### src/rtl/cnam_pkg.sv
// cnam_pkg: shared types and codes of the can node absence monitor
// item structs, op and command kinds, status codes, config register indexes
// no dependencies
`default_nettype none

package cnam_pkg;

    // input item as it arrives on the input channel
    typedef struct packed {
        logic [1:0]  op;
        logic [1:0]  channel;
        logic [31:0] now;
    } t_in_item;

    // result item
    typedef struct packed {
        logic [1:0] channel_out;
        logic [1:0] reception_status;
        logic [1:0] transmission_status;
        logic       bad_channel;
    } t_out_item;

    // op codes of the input item
    localparam logic [1:0] OP_RX_EVENT = 2'd0;
    localparam logic [1:0] OP_TX_CONF  = 2'd1;
    localparam logic [1:0] OP_TICK     = 2'd2;
    localparam logic [1:0] OP_UNUSED   = 2'd3;

    // classified command kind
    typedef enum logic [1:0] {
        KIND_RX   = 2'd0,
        KIND_TX   = 2'd1,
        KIND_TICK = 2'd2,
        KIND_NOP  = 2'd3
    } t_kind;

    // control part of a queued command, the time travels beside it
    typedef struct packed {
        t_kind      kind;
        logic       bad;
        logic [1:0] channel;
    } t_cmd;

    // status codes, shared by reception and transmission
    typedef enum logic [1:0] {
        ST_UNKNOWN   = 2'd0,
        ST_PRESENT   = 2'd1,
        ST_ABSENT    = 2'd2,
        ST_CONFIRMED = 2'd3
    } t_status;

    // configuration register indexes
    localparam logic [1:0] CFG_SHORT_TIMEOUT = 2'd0;
    localparam logic [1:0] CFG_LONG_TIMEOUT  = 2'd1;
    localparam logic [1:0] CFG_TOLERANCE     = 2'd2;

    localparam logic [15:0] SHORT_TIMEOUT_RST = 16'd1000;
    localparam logic [15:0] LONG_TIMEOUT_RST  = 16'd5000;
    localparam logic [7:0]  TOLERANCE_RST     = 8'd0;

endpackage

`default_nettype wire

### src/rtl/cnam_front.sv
// cnam_front: input register stage, decodes op and range-checks the channel
// depends on cnam_pkg
`default_nettype none

module cnam_front
    import cnam_pkg::*;
#(
    parameter int CHANNEL_COUNT = 2,
    parameter int TIME_BITS     = 32
) (
    input  wire logic                 i_clk,
    input  wire logic                 i_rst_n,
    input  wire logic                 i_in_valid,
    input  wire t_in_item             i_in_item,
    output logic                      o_in_stall,
    output logic                      o_push,
    output t_cmd                      o_cmd,
    output logic [TIME_BITS-1:0]      o_time,
    input  wire logic                 i_q_ready
);

    logic                 r_valid;
    logic                 n_valid;
    t_cmd                 r_cmd;
    t_cmd                 n_cmd;
    logic [TIME_BITS-1:0] r_time;
    logic                 accept;

    assign o_in_stall = r_valid && !i_q_ready;
    assign accept     = i_in_valid && !o_in_stall;

    // decode
    always_comb begin
        n_cmd.channel = i_in_item.channel;
        n_cmd.bad     = ({30'd0, i_in_item.channel} >= CHANNEL_COUNT);
        unique case (i_in_item.op)
            OP_RX_EVENT: n_cmd.kind = KIND_RX;
            OP_TX_CONF:  n_cmd.kind = KIND_TX;
            OP_TICK:     n_cmd.kind = KIND_TICK;
            OP_UNUSED:   n_cmd.kind = KIND_NOP;
            default:     n_cmd.kind = KIND_NOP;
        endcase
    end

    always_comb begin
        if (accept) begin
            n_valid = 1'b1;
        end else begin
            n_valid = r_valid && !i_q_ready;
        end
    end

    always_ff @(posedge i_clk) begin
        if (!i_rst_n) begin
            r_valid <= 1'b0;
        end else begin
            r_valid <= n_valid;
        end
    end

    always_ff @(posedge i_clk) begin
        if (accept) begin
            r_cmd  <= n_cmd;
            r_time <= i_in_item.now[TIME_BITS-1:0];
        end
    end

    assign o_push = r_valid && i_q_ready;
    assign o_cmd  = r_cmd;
    assign o_time = r_time;

endmodule

`default_nettype wire

### src/rtl/cnam_queue.sv
// cnam_queue: short fifo between front and back
// no package dependencies
`default_nettype none

module cnam_queue #(
    parameter int WIDTH = 37,
    parameter int DEPTH = 2
) (
    input  wire logic             i_clk,
    input  wire logic             i_rst_n,
    input  wire logic             i_push,
    input  wire logic [WIDTH-1:0] i_data,
    output logic                  o_ready,
    input  wire logic             i_pop,
    output logic                  o_valid,
    output logic [WIDTH-1:0]      o_data
);

    localparam int PW = (DEPTH > 1) ? $clog2(DEPTH) : 1;
    localparam int CW = $clog2(DEPTH + 1);

    logic [WIDTH-1:0] r_mem [DEPTH];
    logic [PW-1:0]    r_wr_ptr;
    logic [PW-1:0]    r_rd_ptr;
    logic [CW-1:0]    r_count;
    logic             do_push;
    logic             do_pop;

    assign o_ready = (r_count != CW'(DEPTH));
    assign o_valid = (r_count != '0);
    assign do_push = i_push && o_ready;
    assign do_pop  = i_pop && o_valid;

    function automatic logic [PW-1:0] bump(input logic [PW-1:0] p);
        if (p == PW'(DEPTH - 1)) begin
            return '0;
        end
        return p + 1'b1;
    endfunction

    always_ff @(posedge i_clk) begin
        if (!i_rst_n) begin
            r_wr_ptr <= '0;
            r_rd_ptr <= '0;
            r_count  <= '0;
        end else begin
            if (do_push) begin
                r_wr_ptr <= bump(r_wr_ptr);
            end
            if (do_pop) begin
                r_rd_ptr <= bump(r_rd_ptr);
            end
            if (do_push && !do_pop) begin
                r_count <= r_count + 1'b1;
            end else if (do_pop && !do_push) begin
                r_count <= r_count - 1'b1;
            end
        end
    end

    always_ff @(posedge i_clk) begin
        if (do_push) begin
            r_mem[r_wr_ptr] <= i_data;
        end
    end

    assign o_data = r_mem[r_rd_ptr];

endmodule

`default_nettype wire

### src/rtl/cnam_back.sv
// cnam_back: per-channel status and judgment timers, result register
// depends on cnam_pkg
`default_nettype none

module cnam_back
    import cnam_pkg::*;
#(
    parameter int CHANNEL_COUNT = 2,
    parameter int TIME_BITS     = 32
) (
    input  wire logic                 i_clk,
    input  wire logic                 i_rst_n,
    input  wire logic                 i_q_valid,
    input  wire t_cmd                 i_cmd,
    input  wire logic [TIME_BITS-1:0] i_time,
    output logic                      o_pop,
    input  wire logic [15:0]          i_short_timeout,
    input  wire logic [15:0]          i_long_timeout,
    input  wire logic [7:0]           i_tolerance,
    output logic                      o_out_valid,
    output t_out_item                 o_out_item,
    input  wire logic                 i_out_stall
);

    localparam int CH_W = (CHANNEL_COUNT > 1) ? $clog2(CHANNEL_COUNT) : 1;
    localparam int TW   = TIME_BITS;

    // timer slots within a channel: rx short, rx long, tx short, tx long
    localparam int TMR_RX_SHORT = 0;
    localparam int TMR_TX_SHORT = 2;

    t_status       r_rx    [CHANNEL_COUNT];
    t_status       r_tx    [CHANNEL_COUNT];
    logic [3:0]    r_run   [CHANNEL_COUNT];
    logic [3:0]    r_arr   [CHANNEL_COUNT];
    logic [TW-1:0] r_start [CHANNEL_COUNT][4];

    logic          r_out_valid;
    t_out_item     r_out_item;
    t_out_item     n_out_item;

    logic [CH_W-1:0] ch;
    logic [TW-1:0]   cur_start [4];
    logic [3:0]      cur_run;
    logic [3:0]      cur_arr;
    logic [3:0]      n_run;
    logic [3:0]      n_arr;
    logic [3:0]      set_start;
    t_status         n_stat [2];
    logic [1:0]      sh_hit;
    logic [1:0]      lg_hit;
    logic            write_state;

    // elapsed plus tolerance reaches the timeout
    function automatic logic due(
        input logic [TW-1:0] start,
        input logic [TW-1:0] t,
        input logic [15:0]   timeout,
        input logic [7:0]    tol
    );
        logic [TW-1:0] elapsed;
        logic [TW:0]   sum;
        elapsed = t - start;
        sum     = {1'b0, elapsed} + {{(TW - 7){1'b0}}, tol};
        return sum >= {{(TW - 15){1'b0}}, timeout};
    endfunction

    assign o_pop       = i_q_valid && (!r_out_valid || !i_out_stall);
    assign write_state = o_pop && !i_cmd.bad;
    assign ch          = i_cmd.channel[CH_W-1:0];

    always_comb begin
        cur_run = r_run[ch];
        cur_arr = r_arr[ch];
        for (int k = 0; k < 4; k++) begin
            cur_start[k] = r_start[ch][k];
        end
    end

    // short and long check per direction, the four compares are independent
    always_comb begin
        for (int j = 0; j < 2; j++) begin
            sh_hit[j] = cur_run[2*j] && (cur_arr[2*j] ||
                        due(cur_start[2*j], i_time, i_short_timeout, i_tolerance));
            lg_hit[j] = cur_run[2*j+1] && (cur_arr[2*j+1] ||
                        due(cur_start[2*j+1], i_time, i_long_timeout, i_tolerance));
        end
    end

    always_comb begin
        n_run     = cur_run;
        n_arr     = cur_arr;
        set_start = 4'b0000;
        n_stat[0] = r_rx[ch];
        n_stat[1] = r_tx[ch];
        unique case (i_cmd.kind)
            KIND_RX: begin
                n_run[TMR_RX_SHORT +: 2]     = 2'b11;
                n_arr[TMR_RX_SHORT +: 2]     = 2'b00;
                set_start[TMR_RX_SHORT +: 2] = 2'b11;
                n_stat[0]                    = ST_PRESENT;
            end
            KIND_TX: begin
                n_run[TMR_TX_SHORT +: 2]     = 2'b11;
                n_arr[TMR_TX_SHORT +: 2]     = 2'b00;
                set_start[TMR_TX_SHORT +: 2] = 2'b11;
                n_stat[1]                    = ST_PRESENT;
            end
            KIND_TICK: begin
                for (int j = 0; j < 2; j++) begin
                    if (sh_hit[j]) begin
                        // short timer restarts; long timer latches arrival
                        n_arr[2*j]     = 1'b0;
                        set_start[2*j] = 1'b1;
                        if (lg_hit[j]) begin
                            n_arr[2*j+1] = 1'b1;
                            n_stat[j]    = ST_CONFIRMED;
                        end else begin
                            n_stat[j]    = ST_ABSENT;
                        end
                    end
                end
            end
            KIND_NOP: begin
            end
            default: begin
            end
        endcase
    end

    always_comb begin
        n_out_item.channel_out = i_cmd.channel;
        n_out_item.bad_channel = i_cmd.bad;
        if (i_cmd.bad) begin
            n_out_item.reception_status    = ST_UNKNOWN;
            n_out_item.transmission_status = ST_UNKNOWN;
        end else begin
            n_out_item.reception_status    = n_stat[0];
            n_out_item.transmission_status = n_stat[1];
        end
    end

    always_ff @(posedge i_clk) begin
        if (!i_rst_n) begin
            for (int c = 0; c < CHANNEL_COUNT; c++) begin
                r_rx[c]  <= ST_UNKNOWN;
                r_tx[c]  <= ST_UNKNOWN;
                r_run[c] <= 4'b0000;
                r_arr[c] <= 4'b0000;
            end
        end else if (write_state) begin
            r_rx[ch]  <= n_stat[0];
            r_tx[ch]  <= n_stat[1];
            r_run[ch] <= n_run;
            r_arr[ch] <= n_arr;
        end
    end

    always_ff @(posedge i_clk) begin
        if (write_state) begin
            for (int k = 0; k < 4; k++) begin
                if (set_start[k]) begin
                    r_start[ch][k] <= i_time;
                end
            end
        end
    end

    always_ff @(posedge i_clk) begin
        if (!i_rst_n) begin
            r_out_valid <= 1'b0;
        end else if (o_pop) begin
            r_out_valid <= 1'b1;
        end else if (!i_out_stall) begin
            r_out_valid <= 1'b0;
        end
    end

    always_ff @(posedge i_clk) begin
        if (o_pop) begin
            r_out_item <= n_out_item;
        end
    end

    assign o_out_valid = r_out_valid;
    assign o_out_item  = r_out_item;

    // an out-of-range channel reports no status
    a_bad_zero: assert property (@(posedge i_clk) disable iff (!i_rst_n)
        r_out_valid && r_out_item.bad_channel |->
            r_out_item.reception_status == ST_UNKNOWN &&
            r_out_item.transmission_status == ST_UNKNOWN)
        else $error("bad channel item reports a status");

    // a held result is never overwritten
    a_no_overwrite: assert property (@(posedge i_clk) disable iff (!i_rst_n)
        r_out_valid && i_out_stall |-> !o_pop)
        else $error("result register overwritten while stalled");

    // a receive event on a valid channel reports reception present
    a_rx_present: assert property (@(posedge i_clk) disable iff (!i_rst_n)
        o_pop && !i_cmd.bad && i_cmd.kind == KIND_RX |=>
            r_out_item.reception_status == ST_PRESENT)
        else $error("receive event did not report present");

    // a tick whose receive short timer has arrived leaves reception absent or confirmed
    a_tick_status: assert property (@(posedge i_clk) disable iff (!i_rst_n)
        o_pop && !i_cmd.bad && i_cmd.kind == KIND_TICK && sh_hit[0] |=>
            (r_out_item.reception_status == ST_ABSENT ||
             r_out_item.reception_status == ST_CONFIRMED))
        else $error("arrived short timer did not judge absence");

endmodule

`default_nettype wire

### src/rtl/can_node_absence_monitor.sv
// can_node_absence_monitor: top level, config registers and front/queue/back wiring
// depends on cnam_pkg, cnam_front, cnam_queue, cnam_back
`default_nettype none

// Watches reception and transmission health of up to four CAN channels. Each
// channel keeps a reception status and a transmission status, each guarded by
// a short and a long judgment timer. A receive event (op 0) marks reception
// present and restarts both receive timers at the item's timestamp; a
// transmit confirmation (op 1) does the same for transmission. A periodic
// tick (op 2) checks both short timers of the channel: once elapsed time plus
// tolerance reaches the short timeout, that short timer restarts and the
// status goes to absent/mute, or to confirmed absent/mute when the long timer
// has also arrived. Elapsed time wraps modulo 2^TIME_BITS. Every item gives
// exactly one result carrying the statuses after the item; a channel at or
// above CHANNEL_COUNT leaves all state alone and reports bad_channel with
// zero statuses, and op 3 just reports the current statuses.
// Throughput is one item per clock while neither side stalls; an item passes
// from input acceptance to result through the input register, the two-entry
// queue and the result register, and all timer checks of one item are done in
// the same back-end update. Input and output stall independently thanks to the queue.
// Configuration (index 0 short timeout, 1 long timeout, 2 tolerance) must be
// written only while no item is in flight.
module can_node_absence_monitor
    import cnam_pkg::*;
#(
    parameter int CHANNEL_COUNT = 2,
    parameter int TIME_BITS     = 32
) (
    input  wire logic        i_clk,
    input  wire logic        i_rst_n,
    // config write port
    input  wire logic        i_cfg_we,
    input  wire logic [1:0]  i_cfg_index,
    input  wire logic [15:0] i_cfg_data,
    // input items
    input  wire logic        i_in_valid,
    input  wire t_in_item    i_in_item,
    output logic             o_in_stall,
    // result items
    output logic             o_out_valid,
    output t_out_item        o_out_item,
    input  wire logic        i_out_stall
);

    localparam int Q_W = $bits(t_cmd) + TIME_BITS;

    // config registers
    logic [15:0] r_short_timeout;
    logic [15:0] r_long_timeout;
    logic [7:0]  r_tolerance;

    // front to queue
    logic                 f_push;
    t_cmd                 f_cmd;
    logic [TIME_BITS-1:0] f_time;
    logic                 q_ready;

    // queue to back
    logic                 q_valid;
    logic [Q_W-1:0]       q_data;
    logic                 b_pop;
    t_cmd                 b_cmd;
    logic [TIME_BITS-1:0] b_time;

    always_ff @(posedge i_clk) begin
        if (!i_rst_n) begin
            r_short_timeout <= SHORT_TIMEOUT_RST;
            r_long_timeout  <= LONG_TIMEOUT_RST;
            r_tolerance     <= TOLERANCE_RST;
        end else if (i_cfg_we) begin
            unique case (i_cfg_index)
                CFG_SHORT_TIMEOUT: r_short_timeout <= i_cfg_data;
                CFG_LONG_TIMEOUT:  r_long_timeout  <= i_cfg_data;
                CFG_TOLERANCE:     r_tolerance     <= i_cfg_data[7:0];
                default: begin
                    // unmapped index, ignored
                end
            endcase
        end
    end

    // front: accept and classify
    cnam_front #(
        .CHANNEL_COUNT (CHANNEL_COUNT),
        .TIME_BITS     (TIME_BITS)
    ) u_front (
        .i_clk      (i_clk),
        .i_rst_n    (i_rst_n),
        .i_in_valid (i_in_valid),
        .i_in_item  (i_in_item),
        .o_in_stall (o_in_stall),
        .o_push     (f_push),
        .o_cmd      (f_cmd),
        .o_time     (f_time),
        .i_q_ready  (q_ready)
    );

    // queue decouples the two sides
    cnam_queue #(
        .WIDTH (Q_W),
        .DEPTH (2)
    ) u_queue (
        .i_clk   (i_clk),
        .i_rst_n (i_rst_n),
        .i_push  (f_push),
        .i_data  ({f_cmd, f_time}),
        .o_ready (q_ready),
        .i_pop   (b_pop),
        .o_valid (q_valid),
        .o_data  (q_data)
    );

    assign b_cmd  = t_cmd'(q_data[Q_W-1 -: $bits(t_cmd)]);
    assign b_time = q_data[TIME_BITS-1:0];

    // back: timers, statuses, result register
    cnam_back #(
        .CHANNEL_COUNT (CHANNEL_COUNT),
        .TIME_BITS     (TIME_BITS)
    ) u_back (
        .i_clk           (i_clk),
        .i_rst_n         (i_rst_n),
        .i_q_valid       (q_valid),
        .i_cmd           (b_cmd),
        .i_time          (b_time),
        .o_pop           (b_pop),
        .i_short_timeout (r_short_timeout),
        .i_long_timeout  (r_long_timeout),
        .i_tolerance     (r_tolerance),
        .o_out_valid     (o_out_valid),
        .o_out_item      (o_out_item),
        .i_out_stall     (i_out_stall)
    );

endmodule

`default_nettype wire
### config.mk
export PLATFORM = sky130hd
export DESIGN_NAME = can_node_absence_monitor
export DESIGN_NICKNAME = d
export VERILOG_FILES = /design/src/rtl/cnam_pkg.sv /design/src/rtl/cnam_front.sv /design/src/rtl/cnam_queue.sv /design/src/rtl/cnam_back.sv /design/src/rtl/can_node_absence_monitor.sv
export SDC_FILE = /design/constraint.sdc
export NUM_CORES = 1
export LEC_CHECK = 0
export BUFFER_PORTS_ARGS = -buffer_cell sky130_fd_sc_hd__buf_2
export CAP_MARGIN = 20
export CORE_UTILIZATION = 30
export DETAILED_ROUTE_END_ITERATION = 7
export SYNTH_ARGS = -nofsm -noshare
export SYNTH_HDL_FRONTEND = slang
export SYNTH_SLANG_ARGS = --single-unit
### constraint.sdc
create_clock -name i_clk -period 31.9 [get_ports i_clk]
set_clock_uncertainty 0.15 [all_clocks]
set_input_delay 6.38 -clock i_clk [delete_from_list [all_inputs] [get_ports i_clk]]
set_output_delay 6.38 -clock i_clk [all_outputs]
set_load 0.1 [all_outputs]
# After elaboration in Yosys (flattened, before gate mapping)
# Memory sizes are Yosys's and may differ from the RTL's. A register that Yosys moved wholly into a read port is not among the register bits.
# Index checks and enable logic that the tools add are counted.
# classes
order_cmp	5
n_reduce_logical	37
muxes	68
addsub	12
n_eq_ne	9
# op_table
operator	n
adder 32 x 8 -> 33 bit	4
>= comparator 33 x 16 -> 1 bit	4
subtractor 32 bit	4
two-way mux 1 bit	49
two-way mux 2 bit	10
one-hot mux 2 bit (2 select lines)	4
logical AND 1 bit	13
== test 2 bit, second input constant	4
two-way mux 4 bit	2
one-hot mux 2 bit (4 select lines)	1
OR reduction 4 bit	2
zero test 1 bit	7
== test 2 x 1 -> 1 bit, second input constant	3
zero test 2 bit	3
AND reduction 2 bit	3
logical OR 1 bit	5
one-hot mux 1 bit (2 select lines)	2
nonzero test 2 bit	2
OR reduction 2 bit	2
adder 1 bit, second input constant	2
adder 2 x 1 -> 2 bit, second input constant	1
>= comparator 2 bit, second input constant	1
inequality test 2 x 1 -> 1 bit, second input constant	1
inequality test 2 bit, second input constant	1
subtractor 2 x 1 -> 2 bit, second input constant	1
# word_totals
output_inout_bits	9
ramBits	354
reg_bits	90
wordCells	153
n_memories	6
in_bits	59
# memory_table
name	depth	width	read_ports	rd_clocked_by_memory_dff	write_ports	line	text
u_back.r_start	2	128	1	0	1	cnam_back.sv:36	logic [TW-1:0] r_start [CHANNEL_COUNT][4];
u_queue.r_mem	2	37	1	1	1	cnam_queue.sv:22	logic [WIDTH-1:0] r_mem [DEPTH];
u_back.r_arr	2	4	1	0	2	cnam_back.sv:35	logic [3:0] r_arr [CHANNEL_COUNT];
u_back.r_run	2	4	1	0	2	cnam_back.sv:34	logic [3:0] r_run [CHANNEL_COUNT];
u_back.r_rx	2	2	1	0	2	cnam_back.sv:32	t_status r_rx [CHANNEL_COUNT];
u_back.r_tx	2	2	1	0	2	cnam_back.sv:33	t_status r_tx [CHANNEL_COUNT];

# Depth between registers and ports, before layout
# Gate-level depths: netlist (run 1).
# An unclocked memory read counts as a cell.
# logic_depth
word_depth	11
depth_mapped	36
ltp_nobuf	31

# By module
# From an unflattened synthesis (run 1), not the netlist that was laid out.
# unflattened
cells_unflattened	2738
hier_area_um2	29191.7
# by_module_without_submodules
mod	instances	seq_area_each_um2	area_per_inst_um2	cells_per_inst
cnam_back	1	8638.3	23521.3	2398
cnam_queue	1	2322.2	2909.0	139
can_node_absence_monitor	1	800.8	1585.3	156
cnam_front	1	1131.1	1176.1	45

# Worst setup path after synthesis (run 1)
# Ideal clock, no wire load.
# synth_timing
path_type	in2reg
startpoint	input i_out_stall
endpoint	memory u_back.r_start[0][32] (netlist bit), enable pin
setup_ns	0.502
slack_ns	20.861
arrival_ns	10.388
required_time_ns	31.248
n_path_buf	0
cell_stages	3
cell_sequence	a21oi_1 > nand2_1 > nor4_1
# synth_via
elab_chain_cells	6
# synth_rtl
element	line	text
start, declared	can_node_absence_monitor.sv:42	input wire logic i_out_stall
zero test 1 bit	cnam_back.sv:68	assign o_pop = i_q_valid && (!r_out_valid || !i_out_stall);
logical OR 1 bit	cnam_back.sv:68	
logical AND 1 bit	cnam_back.sv:68	
logical AND 1 bit	cnam_back.sv:69	assign write_state = o_pop && !i_cmd.bad;
two-way mux 1 bit	cnam_back.sv:160	if (write_state) begin
two-way mux 1 bit (not written as such)	cnam_back.sv:163	r_start[ch][k] <= i_time;
end, declared	cnam_back.sv:36	
# No other way between the ends.

==> results of run 1 <==
worst reg2reg max path, delay by kind of cell (launching register included):
family                   cells  cell delay (ns)
AND/OR/NAND/NOR              8             1.28
multiplexers                 2             0.48
buffers and inverters        5             1.90
flip-flops                   1             0.33
AO/OA/AOI/OAI               10             3.00
XOR/XNOR                     2             0.34
adder cells (fa/ha/maj)      3             0.95
cell usage after synthesis, types with 12 or more instances:
cell         n  area share
a21oi_1    180       0.030
a211oi_1    27      0.0068
ha_1       224       0.095
and2_1      36      0.0076
nor3_1      56      0.0095
a31oi_1     21      0.0044
nand3_1     65       0.011
buf_1       14      0.0018
nand2_1    256       0.032
o2111ai_1   14      0.0041
edfxtp_1   398        0.40
nor4_1      28      0.0059
a21boi_0    29      0.0074
o21ai_1     18      0.0030
nand2b_1    30      0.0063
mux2i_1    157       0.053
buf_2       28      0.0047
or3_1       20      0.0042
o211ai_1    41       0.010
nand4_1     62       0.013
inv_1      108       0.014
a21o_1      55       0.014
mux2_2      34       0.013
and3_1      29      0.0061
o21ai_0    114       0.019
a2111oi_0   12      0.0036
dfxtp_1     47       0.032
nor2_1     178       0.023
nor2b_1     36      0.0076
o21a_1      49       0.012
xnor2_1     94       0.028
clkbuf_1    42      0.0053
xor2_1      44       0.013
per-layer routing:
metal	vias up	wire length [um]
met2	732	36300
li1	11000	-
met1	10800	38500
met3	145	5760
met5	-	0
met4	0	2960
area by class of cell:
| cell class | count | area (um2) | share of cell area |
|---|---|---|---|
| Sequential cell | 445 | 12900 | 0.388 |
| Inverter | 110 | 420 | 0.0127 |
| Clock inverter | 31 | 415 | 0.0125 |
| Multi-Input combinational cell | 2182 | 16000 | 0.481 |
| Antenna cell | 1 | 2.50 | 0.0000753 |
| Timing Repair Buffer | 112 | 677 | 0.0204 |
| Tap cell | 1276 | 1600 | 0.0481 |
| Clock buffer | 56 | 1230 | 0.0371 |
worst min-delay path by stage:
stage | end | slack (ns) | startpoint | cells past startpoint
finish | u_queue.r_mem[1][1] | 0.29 | u_front.o_time[1] | 0
global route | u_queue.r_mem[0][29] | 0.30 | u_front.o_time[29] | 0
CTS | u_queue.r_mem[0][26] | 0.29 | u_front.o_time[26] | 0
detailed placement | u_queue.r_mem[0][23] | 0.28 | u_front.o_time[23] | 0
global placement | u_queue.r_mem[0][7] | 0.27 | u_front.o_time[7] | 0
floorplan | u_queue.r_mem[0][0] | 0.27 | u_front.o_time[0] | 0
flip-flops by register name, summed over array words and instances (netlist names), named ones only:
name / count
r_long_timeout: 16
u_back.r_arr: 8
r_tolerance: 8
u_back.r_start: 256
u_queue.r_mem: 74
u_front.r_valid: 1
u_back.r_tx: 4
u_front.o_cmd: 5
u_back.o_out_item: 7
u_back.r_run: 8
u_back.r_rx: 4
r_short_timeout: 16
u_back.o_out_valid: 1
u_queue.r_rd_ptr: 1
u_queue.r_count: 2
u_front.o_time: 32
u_queue.r_wr_ptr: 1
kinds of logic after synthesis:
group                      after synthesis  synth area share
xor gates and xnor gates               142            0.0432
muxes                                  193            0.0670
AOI/OAI and AO/OA                      735             0.174
and+or+nand+nor                        880             0.154
adders and majority gates              232             0.100
buffers and inverters                  198            0.0267
DFF                                    445             0.436
stage by stage:
step	cells	hold slack, ns	total power [W]	area (um2)	worst slack (ns)
after floorplan	2825	0.271	0.00216	29600	20.86
after global placement	4124	0.274	0.00260	31600	23.00
after detailed placement	4124	0.282	0.00262	31600	22.97
after CTS	4211	0.294	0.00321	33200	23.19
after global routing	4212	0.303	0.00345	33200	22.55
final	4213	0.291	0.00321	33200	23.16
power by group:
part	internal [W]	switching, W	total (W)	leakage (nW)
logic	0.000710	0.00120	0.00191	7.60
clock network	0.000344	0.000236	0.000581	0.792
registers	0.000709	0.0000148	0.000724	4.05
total	0.00176	0.00145	0.00321	12.4
==> qor.yml, run 1 <==
cts_root_buf: "clkbuf_16"
ys_warn_count: 0
drt-initial-drc-count: 1794
setup_violations: 0
worst-path-stages: 30
cp_data_arrival_time_ns: 8.87
worstHoldPathType: "register to register"
maxSlewHeadroom: 0.273
fill_cells: 9783
hpwl_mm: 62.7
cts_sinks: 445
syn_to_final_growth_pct: 12.2
ctsResizeCount: 0
ir_drop_uv: 48.4
powerDensity_nw_per_um2: 96.6
via_count: 22600
post_cts_buffers: 0
use_met3: 0.0248
worstMarginPinSlew_ns: 1.09
grt_max_degree: 64
cp.required_ns: 32.03
post-route-period-util: 0.274
rows: 114
cts_hold_buffers: 0
gp_congestion: 0.880
grt_use_met1: 0.232
nNetsFinal: 3189
totalWireLength_mm: 83.5
busiest_layer: "met2"
wl_per_cell_um: 19.8
layout_common_cells: "398 x edfxtp_1, 256 x nand2_1, 224 x ha_1"
async_reset_ff_frac: 0
drc: 0
drive_gt1_frac: 0.113
fmax_mhz: 114
rrSetupSlack_ns: 23.16
vias_per_cell: 5.36
synth-seq-area-share: 0.436
slowest_delay_ns: 0.78
drtAntennaViolNets: 0
io_pins: 68
rsz0062_at_grt: "false"
core_um2: 97300
initial_utilization: 0.304
die-area_um2: 99900
numPortBuffers: 67
clk_pin_slew_ns: 0.06
cp_max_fo: 63
r2r_cells: 30
ys_ff_latch: 445
crit_type: "register to register"
grt_pass1_vias: 21200
rr_endpoint: "u_back.r_start[0][59]"
finalCriticalPeriod_ns: 8.74
finalHoldViolations: 0
syn_nets: 3116
maxCapViolCount: 0
cpLargestDelayFamily: "compound AO/OA/AOI/OAI gates"
cts-htree-levels: 2
avgSynthCellArea_um2: 10.5
synth_cells: 2825
crit_buf_inv: 5
track_usage: 0.164
die_x_um: 316
synthFlopType: "edfxtp_1"
status: "complete, no violations"
dieHeight_um: 316
clk_latency_ns: 0.60
synth_edf_count: 398
numCtsBuffers: 47
cts_buffer_depth: 3
use_met2: 0.252
drt_first_pass_iters: 6
ys_types: 116
slowest_stage: "o31ai_2"
slew_viol_final: 0
utilization: 0.342
overflow: 0
grt_pass1_wl_mm: 126
crit_end: "u_back.r_start[0][59]"
tns_ns: 0
p_leak_nw: 12.4
antenna_found_initial: 4
netlist_area_um2: 29600
crit_path_start_kind: "register"
layout_commonest_cell: "edfxtp_1"
cp-end-kind: "register"
cts_tree: "built"
Power figures use the tool's default switching activity.
==> inputs of run 2 (changes only) <==
--- a/config.mk
+++ b/config.mk
@@ -5,6 +5,7 @@
 export SDC_FILE = /design/constraint.sdc
 export NUM_CORES = 1
 export LEC_CHECK = 0
+export ABC_AREA = 1
 export BUFFER_PORTS_ARGS = -buffer_cell sky130_fd_sc_hd__buf_2
 export CAP_MARGIN = 20
 export CORE_UTILIZATION = 30
==> constraint.sdc (replaced) <==
create_clock -name i_clk -period 7.5 [get_ports i_clk]
set_clock_uncertainty 0.15 [all_clocks]
set_input_delay 1.5 -clock i_clk [delete_from_list [all_inputs] [get_ports i_clk]]
set_output_delay 1.5 -clock i_clk [all_outputs]
set_load 0.1 [all_outputs]
==> qor.yml, run 2 <==
yosysMostFrequentCell: "nand2_1"
r2r_cells: 37  # +23%
slowest_delay_ns: 0.47  # -0.31 ns
crit_type: "register to register"
cp_max_fo: 32  # -49%
rrSetupSlack_ns: 0.40  # -22.76 ns
numCtsBuffers: 48  # +2.1%
synth_fa_ha_area_frac: 0.0916  # -0.00851
core_um2: 107000  # +10%
cp_data_arrival_time_ns: 7.24  # -1.63 ns
finalWorstSetupSlack_ns: 0.397  # -22.76 ns
yosys.area_share.simple: 0.312  # +0.159
cp-end-kind: "register"
drtAntennaViolNets: 0  # unchanged
post-route-period-util: 0.947  # +0.673
gp_congestion: 0.952  # +8.2%
synth_top_area_frac: 0.369  # -0.0343
syn_nets: 4575  # +47%
cts_buffer_depth: 3  # unchanged
cts_sinks: 445  # unchanged
io_pins: 68  # unchanged
regArea_um2: 12900  # about the same
synth_edf_count: 398  # unchanged
initial_utilization: 0.302  # -0.00210
cts_tree: "built"
numPortBuffers: 67  # unchanged
overflow: 0  # unchanged
synthMuxAreaShare: 0.0371  # -0.0299
ys_types: 49  # -58%
maxSlewHeadroom: 0.276  # +0.00258
worstMarginPinSlew_ns: 1.08  # -0.00407 ns
syn_to_final_growth_pct: 12.1  # about the same
rows: 120  # +5.3%
largest_reg_flops: 256  # unchanged
dieHeight_um: 330  # +4.5%
antenna_found_initial: 5  # +1
slowest_stage: "ha_1"
drt_first_pass_iters: 6  # unchanged
track_usage: 0.174  # +0.0103
wl_per_cell_um: 16.5  # -17%
drc: 0  # unchanged
drive_gt1_frac: 0.0820  # -0.0307
ys_warn_count: 0  # unchanged
synth_common_cells: "1459 x nand2_1, 626 x inv_1, 398 x edfxtp_1"
synth_cells: 4284  # +52%
fmax_mhz: 141  # +23%
grt_max_degree: 51  # -20%
layout_common_cells: "1458 x nand2_1, 626 x inv_1, 398 x edfxtp_1"
via_count: 27700  # +23%
die-area_um2: 109000  # +9.2%
slew_viol_final: 0  # unchanged
drt-initial-drc-count: 1869  # +4.2%
cp.required_ns: 7.63  # -24.40 ns
multi_input_area_um2: 16900  # +5.4%
status: "complete, no violations"
maxCapViolCount: 0  # unchanged
avgSynthCellArea_um2: 7.55  # -28%
grt_pass1_wl_mm: 148  # +17%
layout_commonest_cell: "nand2_1"
worstHoldPathType: "register to register"
clk_latency_ns: 0.62  # +0.02 ns
finalHoldViolations: 0  # unchanged
netlist_area_um2: 32300  # +9.3%
holdPathStages: 0  # unchanged
rr_endpoint: "u_back.r_start[0][120]"
cts-htree-levels: 2  # unchanged
crit_path_start_kind: "register"
grt_pass1_vias: 25900  # +22%
synth_compound_area_frac: 0.0537  # -0.120
synth.area.top_cells: "edfxtp_1 37%, nand2_1 17%, ha_1 8.7%, inv_1 7.3%, nor2_1 4.4%"
nNetsFinal: 4689  # +47%
finalCriticalPeriod_ns: 7.10  # -1.64 ns
crit_top_cell: "nand2_1"
hold-path-endpoint: "u_queue.r_mem[1][21]"
hpwl_mm: 77.5  # +24%
die_x_um: 330  # +4.5%
yosysTopAreaCell: "edfxtp_1"
setup_violations: 0  # unchanged
synth-xor-area-share: 0.0243  # -0.0190
synthFlopType: "edfxtp_1"
async_reset_ff_frac: 0  # unchanged
cts_root_buf: "clkbuf_16"
synth-seq-area-share: 0.399  # -0.0370
clk_pin_slew_ns: 0.06  # about the same
ys_ff_latch: 445  # unchanged
top_register: "u_back.r_start"
post-place-ws_ns: 0.293  # -22.68 ns
synth_top_family_by_area: "simple AND/OR/NAND/NOR gates"
fill_cells: 11300  # +16%
totalWireLength_mm: 96.6  # +16%
vias_per_cell: 4.75  # -11%
rsz0062_at_grt: "false"
min_from: "u_front.o_time[21]"
run 2: cell count changes in the layout (fill, tap and decap cells not counted), moves of 35 or more:
cell	before	now
nand2_2	0	36
mux2i_1	156	120
nor2_1	177	375
a21o_1	55	6
xnor2_1	94	19
inv_2	0	37
nand2_1	256	1458
nand3_1	65	268
nor2b_1	35	0
inv_1	108	626
o21a_1	49	4
run 2: critical path: cells and delay by family, from the launching register on:
| kind | cells | cell delay (ns) |
|---|---|---|
| and+or+nand+nor | 21 | 2.52 |
| AOI/OAI and AO/OA | 6 | 1.17 |
| adders and majority gates | 3 | 1.03 |
| buffers and inverters | 5 | 1.01 |
| DFF | 1 | 0.37 |
| xor gates and xnor gates | 1 | 0.33 |
| muxes | 1 | 0.17 |
run 2: worst max path at each step:
stage | endpoint | slack, ns | cells after the start
finish | u_back.r_start[0][120] | 0.40 | 37
detailed placement | u_back.r_start[0][124] | 0.29 | 38
global placement | u_back.r_start[0][124] | 0.33 | 38
floorplan | u_back.r_start[0][100] | -0.08 | 41
CTS | u_back.r_start[0][124] | 0.27 | 38
global route | u_back.r_tx[0][0] | 0.004 | 44
run 2: logic make-up after synthesis:
| logic type | after synthesis |
|---|---|
| AO/OA/AOI/OAI | 322 |
| XOR/XNOR | 88 |
| adder cells (fa/ha/maj) | 232 |
| buffers and inverters | 708 |
| flip-flops | 445 |
| multiplexers | 120 |
| AND/OR/NAND/NOR | 2369 |
run 2: cell type report:
type | count | share of cell area
clock inverter | 27 | 0.00811
inverter | 665 | 0.0688
timing repair buffer | 107 | 0.0186
clock buffer | 62 | 0.0360
tap | 1403 | 0.0484
multi-input combinational | 3131 | 0.465
antenna | 1 | 0.0000690
sequential | 445 | 0.355
run 2: repair_timing:
item / 4_1_cts / 5_1_grt
hold buffers: 0 / 0
gates resized for setup: 0 / 6
buffers inserted: 0 / 0
setup endpoints to repair: 0 / 69
run 2: per-stage QoR:
stage | setup TNS [ns] | area, um2 | utilization | cells | hold slack (ns)
after global placement | 0 | 34600 | 0.323 | 5748 | 0.274
after floorplan | -5.08 | 32300 | - | 4284 | 0.271
after global routing | 0 | 36300 | 0.339 | 5840 | 0.302
after CTS | 0 | 36300 | 0.339 | 5840 | 0.297
after detailed placement | 0 | 34700 | 0.324 | 5751 | 0.283
final | 0 | 36300 | 0.339 | 5841 | 0.294
run 2: layer usage:
metal | track usage | share of wire | up-vias
met1 | 0.246 | 0.48 | 12800
met2 | 0.286 | 0.45 | 659
li1 | - | - | 14100
met4 | 0.0413 | 0.022 | 2
met3 | 0.0178 | 0.050 | 117
met5 | 0 | 0.00013 | -
Power of run 2 is left out: the tool's default activity adds up to more than one toggle a clock period on the data nets, which glitch-free logic cannot reach.
==> inputs of run 3 (changes only) <==
--- a/config.mk
+++ b/config.mk
@@ -8,8 +8,12 @@
 export ABC_AREA = 1
 export BUFFER_PORTS_ARGS = -buffer_cell sky130_fd_sc_hd__buf_2
 export CAP_MARGIN = 20
-export CORE_UTILIZATION = 30
+export CELL_PAD_IN_SITES_DETAIL_PLACEMENT = 0
+export CELL_PAD_IN_SITES_GLOBAL_PLACEMENT = 1
+export CORE_UTILIZATION = 44
 export DETAILED_ROUTE_END_ITERATION = 7
+export PLACE_DENSITY_LB_ADDON = 0.1
 export SYNTH_ARGS = -nofsm -noshare
 export SYNTH_HDL_FRONTEND = slang
+export SYNTH_HIERARCHICAL = 1
 export SYNTH_SLANG_ARGS = --single-unit
==> qor.yml, run 3 <==
top_register: "u_back/r_start"
rsz0062_at_grt: "false"
drt_first_pass_iters: 8  # +2
netlist_area_um2: 32500  # +0.50%
gp_congestion: 0.880  # -7.6%
cp-end-kind: "register"
finalCriticalPeriod_ns: 6.77  # -0.332 ns
fill_cells: 7270  # -36%
cts_root_buf: "clkbuf_16"
drt-initial-drc-count: 1882  # +0.70%
cp_data_arrival_time_ns: 6.90  # -0.34 ns
post-route-period-util: 0.903  # -0.0442
worstMarginPinSlew_ns: 1.08  # -0.00327 ns
holdPathStages: 0  # unchanged
crit_type: "register to register"
synth_cells: 4188  # -2.2%
io_pins: 68  # unchanged
yosysTopAreaCell: "edfxtp_1"
wl_met2_mm: 42.8  # -1.2%
rrSetupSlack_ns: 0.73  # +0.33 ns
ys_types: 57  # +16%
drt-met1-wl_mm: 45.3  # -2.2%
min_from: "u_front/o_time[28]"
post-place-ws_ns: 0.743  # +0.450 ns
vias_per_cell: 5.07  # +6.8%
multi_input_area_um2: 17200  # +1.9%
r2r_cells: 41  # +11%
synth_edf_count: 398  # unchanged
layout_commonest_cell: "nand2_1"
ir_drop_uv: 225
grt_max_degree: 81  # +59%
rr_endpoint: "u_back/r_start[0][49]"
synth.area.top_cells: "edfxtp_1 37%, nand2_1 15%, ha_1 8.8%, inv_1 6.8%, nor2_1 5.0%"
power_w: 0.0133
hpwl_mm: 74.5  # -3.8%
intPower_w: 0.00688
die-area_um2: 75000  # -31%
initial_utilization: 0.445  # +0.143
pwr-share-seq: 0.232
top_layer: "met5"
violations: "DRC"
antenna_found_initial: 4  # -1
cts_tree: "built"
via_count: 26700  # -3.5%
regArea_um2: 12900  # about the same
async_reset_ff_frac: 0  # unchanged
fmax_mhz: 148  # +4.9%
grt_pass1_wl_mm: 144  # -2.7%
nNetsFinal: 4576  # -2.4%
syn_nets: 4483  # -2.0%
setup_violations: 0  # unchanged
slowest_delay_ns: 0.51  # +0.04 ns
worstHoldPathType: "register to register"
routed-wl-met3_mm: 4.32  # -10%
layout_common_cells: "1326 x nand2_1, 585 x inv_1, 423 x nor2_1"
finalWorstSetupSlack_ns: 0.728  # +0.332 ns
largest_reg_flops: 256  # unchanged
p_leak_nw: 16.8
powerDensity_nw_per_um2: 375
drive_gt1_frac: 0.0823  # +0.000215
wl_per_cell_um: 17.9  # +8.1%
clkPwrFrac: 0.172
drc: 8  # +8
synth-seq-area-share: 0.397  # -0.00198
die_x_um: 274  # -17%
cts-htree-levels: 2  # unchanged
synthFlopType: "edfxtp_1"
utilization: 0.487  # +0.148
maxSlewHeadroom: 0.278  # +0.00222
hold-path-endpoint: "u_queue/r_mem[1][28]"
numCtsBuffers: 46  # -4.2%
crit_path_start_kind: "register"
avgSynthCellArea_um2: 7.76  # +2.8%
grt_pass1_vias: 25300  # -2.2%
ys_ff_latch: 445  # unchanged
dieHeight_um: 274  # -17%
p_sw_w: 0.00646
cts_buffer_depth: 3  # unchanged
swShare: 0.485
overflow: 0  # unchanged
ctsResizeCount: 0  # unchanged
core_um2: 73100  # -32%
status: "complete, but fails checks"
power_frac_comb: 0.597
ys_warn_count: 6  # +6
numPortBuffers: 67  # unchanged
finalHoldViolations: 0  # unchanged
track_usage: 0.253  # +0.0791
cp.required_ns: 7.62  # about the same
totalWireLength_mm: 94.4  # -2.3%
synth_top_area_frac: 0.368  # -0.00183
clk_latency_ns: 0.60  # -0.02 ns
cts_hold_buffers: 0  # unchanged
synth_common_cells: "1326 x nand2_1, 585 x inv_1, 429 x nor2_1"
maxCapViolCount: 0  # unchanged
post_cts_buffers: 0  # unchanged
slew_viol_final: 0  # unchanged
rows: 99  # -18%
crit_top_cell: "nand2_1"
clk_pin_slew_ns: 0.07  # about the same
cts_sinks: 445  # unchanged
drtAntennaViolNets: 0  # unchanged
slowest_stage: "buf_12"
cp_max_fo: 80  # +150%
yosysMostFrequentCell: "nand2_1"
syn_to_final_growth_pct: 9.48
-- run 3: worst max-delay path: cells and delay by family (launching register included) --
family | cells | cell delay (ns)
flops | 1 | 0.35
mux | 2 | 0.73
simple gates | 24 | 2.04
xor+xnor | 2 | 0.33
fa+ha+maj | 3 | 0.98
buf+inv | 6 | 1.02
compound gates | 4 | 0.81
-- run 3: logic make-up after synthesis --
family | count (synthesis) | synth area share
buf+inv | 647 | 0.0772
flops | 445 | 0.397
xor+xnor | 93 | 0.0253
compound gates | 294 | 0.0493
fa+ha+maj | 236 | 0.0927
simple gates | 2313 | 0.305
mux | 160 | 0.0542
-- run 3: how the worst max path moves through the flow --
stage / startpoint / end / slack (ns)
4_1_cts: register / u_back/r_rx[0][0] / 0.72
3_5_place_dp: register / u_back/r_rx[0][0] / 0.74
2_1_floorplan: register / u_back/r_start[0][32] / -0.36
3_3_place_gp: register / u_back/r_rx[0][0] / 0.77
5_1_grt: register / u_back/r_start[0][49] / 0.05
6_report: register / u_back/r_start[0][49] / 0.73
-- run 3: per-layer routing --
metal / global-route usage / vias to the layer above
met5: 0 / -
met4: 0.0572 / 2
met3: 0.0221 / 82
met2: 0.414 / 567
met1: 0.362 / 12200
li1: - / 13900
-- run 3: final cells by class --
type | count | share of cell area
multi-input cells | 3096 | 0.483
diodes | 3 | 0.000211
clock buffers | 56 | 0.0340
flip-flops and latches | 445 | 0.362
clock inverters | 27 | 0.00914
inverters | 606 | 0.0639
repair buffers | 86 | 0.0141
well taps | 959 | 0.0337
-- run 3: through the flow --
stage | area, um2 | hold slack [ns] | std cells | TNS, ns
after floorplan | 32500 | 0.271 | 4188 | -23.10
after global placement | 34000 | 0.273 | 5190 | 0
after detailed placement | 34000 | 0.281 | 5191 | 0
after CTS | 35600 | 0.295 | 5274 | 0
after global routing | 35600 | 0.307 | 5275 | 0
final | 35600 | 0.289 | 5278 | 0
-- run 3: power by group through the flow --
stage                     clock, W  sequential, W  combinational, W
after floorplan                  0        0.00324           0.00583
after global placement           0        0.00314           0.00795
after detailed placement         0        0.00314           0.00794
after CTS                  0.00234        0.00309           0.00798
after global routing       0.00243        0.00310           0.00906
final                      0.00229        0.00309           0.00796
